**src/rtl/assert_macros.svh**
```systemverilog
// Assertion macros used by the pixel core.
`ifndef ASSERT_MACROS_SVH
`define ASSERT_MACROS_SVH
`ifndef SYNTHESIS
`define ASSERT_IMPL(lbl, clk, rstn, prop) \
  lbl: assert property (@(posedge clk) disable iff (!rstn) (prop)) else $error("%m failed");
`define ASSERT_NEXT(lbl, clk, rstn, pre, post) \
  lbl: assert property (@(posedge clk) disable iff (!rstn) (pre) |=> (post)) else $error("%m failed");
`else
`define ASSERT_IMPL(lbl, clk, rstn, prop)
`define ASSERT_NEXT(lbl, clk, rstn, pre, post)
`endif
`endif

```
**src/rtl/fbp_pkg.sv**
```systemverilog
// Shared constants and types for the freeze blend pixel core.
package fbp_pkg;
  localparam int ChBits = 16;
  localparam int QBits = 2 * ChBits;
  localparam int NumStages = ChBits + 4;
  localparam logic [ChBits-1:0] ChMax = {ChBits{1'b1}};
  typedef logic [ChBits-1:0] ch_t;

  // Sideband that follows each word down the pipe.
  typedef struct packed {
    ch_t  alpha;
    logic last;
  } side_t;
endpackage

```
**src/rtl/fbp_channel.sv**
```systemverilog
// One color channel pipeline: restoring divide, saturate, opacity mix.
module fbp_channel (
  input  logic              clk_i,
  input  logic              en_i,
  input  fbp_pkg::ch_t      dst_i,
  input  fbp_pkg::ch_t      src_i,
  input  fbp_pkg::ch_t      op_i,
  output fbp_pkg::ch_t      res_o
);
  import fbp_pkg::*;

  localparam int Steps = QBits / 2;  // two quotient bits per stage

  // Divide stages: remainder, shifting dividend/quotient, two bits each.
  logic [ChBits:0]   rem_q [Steps+1];
  logic [QBits-1:0]  num_q [Steps+1];
  ch_t dn_q [Steps+1];
  ch_t dd_q [Steps+1];
  ch_t oo_q [Steps+1];

  // Stage 0: square and denominator.
  always_ff @(posedge clk_i) begin
    if (en_i) begin
      rem_q[0] <= '0;
      num_q[0] <= QBits'(dst_i) * QBits'(dst_i);
      dn_q[0]  <= ChMax - src_i;
      dd_q[0]  <= dst_i;
      oo_q[0]  <= op_i;
    end
  end

  for (genvar k = 0; k < Steps; k++) begin : g_div
    logic [ChBits:0]  r1, r2;
    logic [QBits-1:0] n1, n2;
    always_comb begin
      r1 = {rem_q[k][ChBits-1:0], num_q[k][QBits-1]};
      n1 = {num_q[k][QBits-2:0], 1'b0};
      if (r1 >= {1'b0, dn_q[k]}) begin
        r1 = r1 - {1'b0, dn_q[k]};
        n1[0] = 1'b1;
      end
      r2 = {r1[ChBits-1:0], n1[QBits-1]};
      n2 = {n1[QBits-2:0], 1'b0};
      if (r2 >= {1'b0, dn_q[k]}) begin
        r2 = r2 - {1'b0, dn_q[k]};
        n2[0] = 1'b1;
      end
    end
    always_ff @(posedge clk_i) begin
      if (en_i) begin
        rem_q[k+1] <= r2;
        num_q[k+1] <= n2;
        dn_q[k+1]  <= dn_q[k];
        dd_q[k+1]  <= dd_q[k];
        oo_q[k+1]  <= oo_q[k];
      end
    end
  end

  // Saturate and pick effect result; form both mix products.
  ch_t eff;
  always_comb begin
    if (dn_q[Steps] == '0) eff = dd_q[Steps];
    else if (num_q[Steps][QBits-1:ChBits] != '0) eff = ChMax;
    else eff = num_q[Steps][ChBits-1:0];
  end
  logic [QBits-1:0] pa_q, pb_q;
  always_ff @(posedge clk_i) begin
    if (en_i) begin
      pa_q <= QBits'(dd_q[Steps]) * QBits'(ChMax - oo_q[Steps]);
      pb_q <= QBits'(oo_q[Steps]) * QBits'(eff);
    end
  end

  // Divide by 2^n-1 with rounding: s = x + half, q = (s + (s>>n) + 1) >> n.
  logic [QBits:0] sum_q;
  always_ff @(posedge clk_i) begin
    if (en_i) sum_q <= (QBits+1)'(pa_q) + (QBits+1)'(pb_q) + (QBits+1)'(ChMax >> 1);
  end
  logic [QBits+1:0] t;
  assign t = (QBits+2)'(sum_q) + (QBits+2)'(sum_q >> ChBits) + (QBits+2)'(1);
  assign res_o = t[QBits-1:ChBits];
endmodule

```
**config.mk**
```make
export PLATFORM = sky130hd
export DESIGN_NAME = fbp_channel
export DESIGN_NICKNAME = d
export VERILOG_FILES = /design/src/rtl/assert_macros.svh /design/src/rtl/fbp_pkg.sv /design/src/rtl/fbp_channel.sv
export SDC_FILE = /design/constraint.sdc
export NUM_CORES = 2
export LEC_CHECK = 0
export ABC_AREA = 1
export BUFFER_PORTS_ARGS = -buffer_cell sky130_fd_sc_hd__buf_2
export CAP_MARGIN = 20
export CELL_PAD_IN_SITES_DETAIL_PLACEMENT = 2
export CELL_PAD_IN_SITES_GLOBAL_PLACEMENT = 2
export CORE_MARGIN = 5
export CORE_UTILIZATION = 38
export DETAILED_ROUTE_END_ITERATION = 12
export GPL_TIMING_DRIVEN = 0
export PLACE_DENSITY_LB_ADDON = 0.1
export SLEW_MARGIN = 25
export SYNTH_ARGS = -nofsm -noshare
export SYNTH_HDL_FRONTEND = slang
export SYNTH_SLANG_ARGS = --single-unit
```
**constraint.sdc**
```tcl
create_clock -name clk_i -period 6.28 [get_ports clk_i]
set_input_delay 0.628 -clock clk_i [delete_from_list [all_inputs] [get_ports clk_i]]
set_output_delay 0.628 -clock clk_i [all_outputs]
set_load 0.005 [all_outputs]
```
==> summary.md <==
| Metric | Value |
|---|---|
| Finish-stage setup viols | `20` |
| Violated checks | `negative setup slack` |
| Status | `complete, but fails checks` |
| Clock Tree Buf Depth | `4` |
| Initial DRC count | `4103` |
| Filler cell count | `32.28k` |
| Relative slew margins | `0.2656` |
| Htree depth | `4` |
| Fin Setup TNS | `-12600 ps` |
| Most Crowded Layer GR | `met2` |
| Skew-Pair Late Insertion Delay | `910 ps` |
| DRT Pass-1 Iters | `5` |
| Syn Inst Count | `12.11k` |
| Vias per cell | `5.157` |
| Worst-Margin Slew | `1102 ps` |
| Met1 usage | `0.3095` |
| GR Util met2 | `0.4508` |
| IO Pins | `66` |
| Area growth syn-to-layout | `13.55%` |
| Gr usage total | `0.2482` |
| Async SR Flop Fraction | `0` |
| Initial Utilization | `0.3810` |
| Post-route DRC | `0` |
| Critical path startpoint category | `flip-flop` |
| Worst Skew | `64.14 ps` |
| GRT overflow | `0` |
| Crit path time final | `7100 ps` |
| Clock Tree Root | `clkbuf_16` |
| Worst Path Max Fanout | `6` |
| Yosys warnings | `0` |
| Buffers on Ports | `65` |
| Achievable Freq | `0.1408 GHz` |
| Final wirelength | `392400 µm` |
| WHS | `125.9 ps` |
| Register area share after synthesis | `0.4381` |
| Die area | `311400 µm²` |
| Antenna Violating Nets Remaining | `0` |
| Arrival time at the worst endpoint | `7740 ps` |
| CTS tree | `done` |
| Distinct cells, synth | `69` |
| Count of flip-flops with a built-in enable after synthesis | `1665` |
| Mapped Nets | `13.64k` |
| Chip height | `558.0 µm` |
| Routed wire per std cell | `23.54 µm` |
| Largest net degree at the start of global routing | `143` |
| RSZ-0062 raised after global routing | `yes` |
| M3 GR Usage | `0.02386` |
| Final cycle utilization of the critical path | `1.131` |
| Slew Limit Fails | `0` |
| Crit. End Element | `flip-flop` |
| Flops & latches, synth | `1665` |
| CORE AREA | `299500 µm²` |
| Routability cong. | `0.8703` |
| Syn_area_per_cell | `9.421 µm²` |
| Max-cap violations | `0` |
| CTS sink cnt | `1665` |
| Detailed Place HPWL | `307100 µm` |
| Worst hold path class | `in2reg` |
| CTS Buf Count | `196` |
| Initial antenna violation count | `10` |
| NumNets Final | `14.08k` |
| Vias in the first global route | `97.61k` |
| Main flop type after synthesis | `edfxtp_1` |
| CP Class | `reg2reg` |
| Row count | `201` |
| Cell area after synthesis | `114100 µm²` |
| Share of cells above drive strength 1 | `0.1054` |
| Die X | `558.0 µm` |
| Vias | `85.96k` |
| Global-route wire length before repair | `595100 µm` |
| WP data required | `6920 ps` |
| Final worst-path setup slack | `-820.5 ps` |
| Final Hold Viols | `0` |
| Finished Core Util | `0.4327` |
| Clk slew on worst S/H paths | `60 ps` |
==> Yosys cell counts (22+ instances only) <==
library cell	n	share of area
a21boi_0	25	0.0016
a21o_1	62	0.0041
a21oi_1	498	0.022
a21oi_2	33	0.0025
a31oi_1	31	0.0017
and2_1	33	0.0018
buf_2	29	0.0013
buf_4	34	0.0022
buf_6	27	0.0027
clkbuf_1	91	0.0030
edfxtp_1	1665	0.44
fa_1	584	0.10
ha_1	892	0.098
inv_1	2001	0.066
inv_2	60	0.0020
nand2_1	3244	0.11
nand2_2	78	0.0043
nand2_4	45	0.0044
nand3_1	649	0.028
nand3_2	54	0.0047
nand3b_1	78	0.0051
nand4_1	108	0.0059
nor2_1	811	0.027
nor2_2	32	0.0018
nor3_1	83	0.0036
o21ai_0	225	0.0099
o21bai_1	22	0.0014
or2_2	67	0.0037
xnor2_1	126	0.0097
xor2_1	234	0.018
==> area by class of cell <==
cell class | instances | area [µm²] | area share
timing repair buffer | 273 | 2512 | 0.01939
clock buffer | 231 | 5121 | 0.03952
sequential | 1665 | 50000 | 0.3858
tap | 3958 | 4952 | 0.03821
buffer | 160 | 1324 | 0.01021
multi-input combinational | 8189 | 56630 | 0.4370
clock inverter | 117 | 1189 | 0.009172
antenna | 2 | 5.005 | 0.00003862
inverter | 2073 | 7861 | 0.06066
==> worst max-delay path: stages, from the launching register on <==
cell      delay, ps
edfxtp_1        430
nor4_4          450
and2_4          250
nand2_8         120
buf_12          180
buf_8           140
nor3_4          240
nor2_4           90
clkinv_4        100
buf_12          120
nor2_1           50
fa_1            570
fa_1            430
fa_1            510
fa_2            450
fa_1            530
inv_1            60
fa_1            550
inv_2            70
ha_4            340
nand2_2          90
inv_2            80
nand2_4          70
nor2_4           90
nand3_2          60
o211ai_1        350
xor2_1          360
==> sequential cells by signal, indices dropped and copies added, names as in the netlist <==
register / flops
rem_q: 240
dd_q: 272
pa_q: 32
num_q: 512
dn_q: 272
sum_q: 33
pb_q: 32
oo_q: 272
==> routing by layer <==
metal,vias to the layer above,routed length (µm)
li1,40210,-
met1,43918,167700
met5,-,0
met2,1241,200600
met3,592,9922
met4,0,14220
==> path summary, 6_finish.rpt <==
kind | from | endpoint | slack [ps] | cells after the start
worst max-delay path | num_q[0][528] | pb_q[24] | -820 | 26
worst min-delay path | dst_i[5] | dd_q[0][5] | 130 | 1
worst max register to register | num_q[0][528] | pb_q[24] | -820 | 26
worst min register to register | num_q[0][219] | num_q[0][253] | 410 | 0
==> layout by cell type (no fill, tap or decap), types with 67 or more instances in the layout <==
cell type  netlist  routed
buf_2           29      84
a21oi_1        498     478
nand4_1        108     108
inv_2           60      85
nand2_1       3244    3210
buf_4           34     166
xor2_1         234     224
fa_1           584     578
edfxtp_1      1665    1665
inv_1         2001    1962
nand2_2         78     100
or2_2           67      67
nor2_1         811     770
nand3b_1        78      78
xnor2_1        126     121
o21ai_0        225     211
nand3_1        649     636
clkbuf_16        0     201
ha_1           892     865
==> timing repair <==
action	in CTS	in global routing
hold buffers	40	0
endpoints found under the hold margin	40	0
gates cloned	3	1
pin swaps	87	81
setup buffers	110	43
resized for setup	329	177
setup endpoints to repair	59	48
==> logic make-up after synthesis <==
family	Yosys count	synth area share
and+or+nand+nor	5381	0.2073
DFF	1665	0.4381
buffers and inverters	2260	0.07814
AOI/OAI and AO/OA	972	0.04858
xor gates and xnor gates	360	0.02763
adders and majority gates	1476	0.2002
==> through the flow <==
stage	cells	setup WS, ps	instance area (µm²)
finish	16668	-820.5	129600
global route	16667	-1007	129600
floorplan	12114	88.90	114100
detailed placement	16151	-2227	119800
CTS	16632	-588.9	128700
global placement	16137	-21850	119400
Power is not shown: default switching activity piles up to over one toggle a cycle in this logic, so the estimate is an artifact.
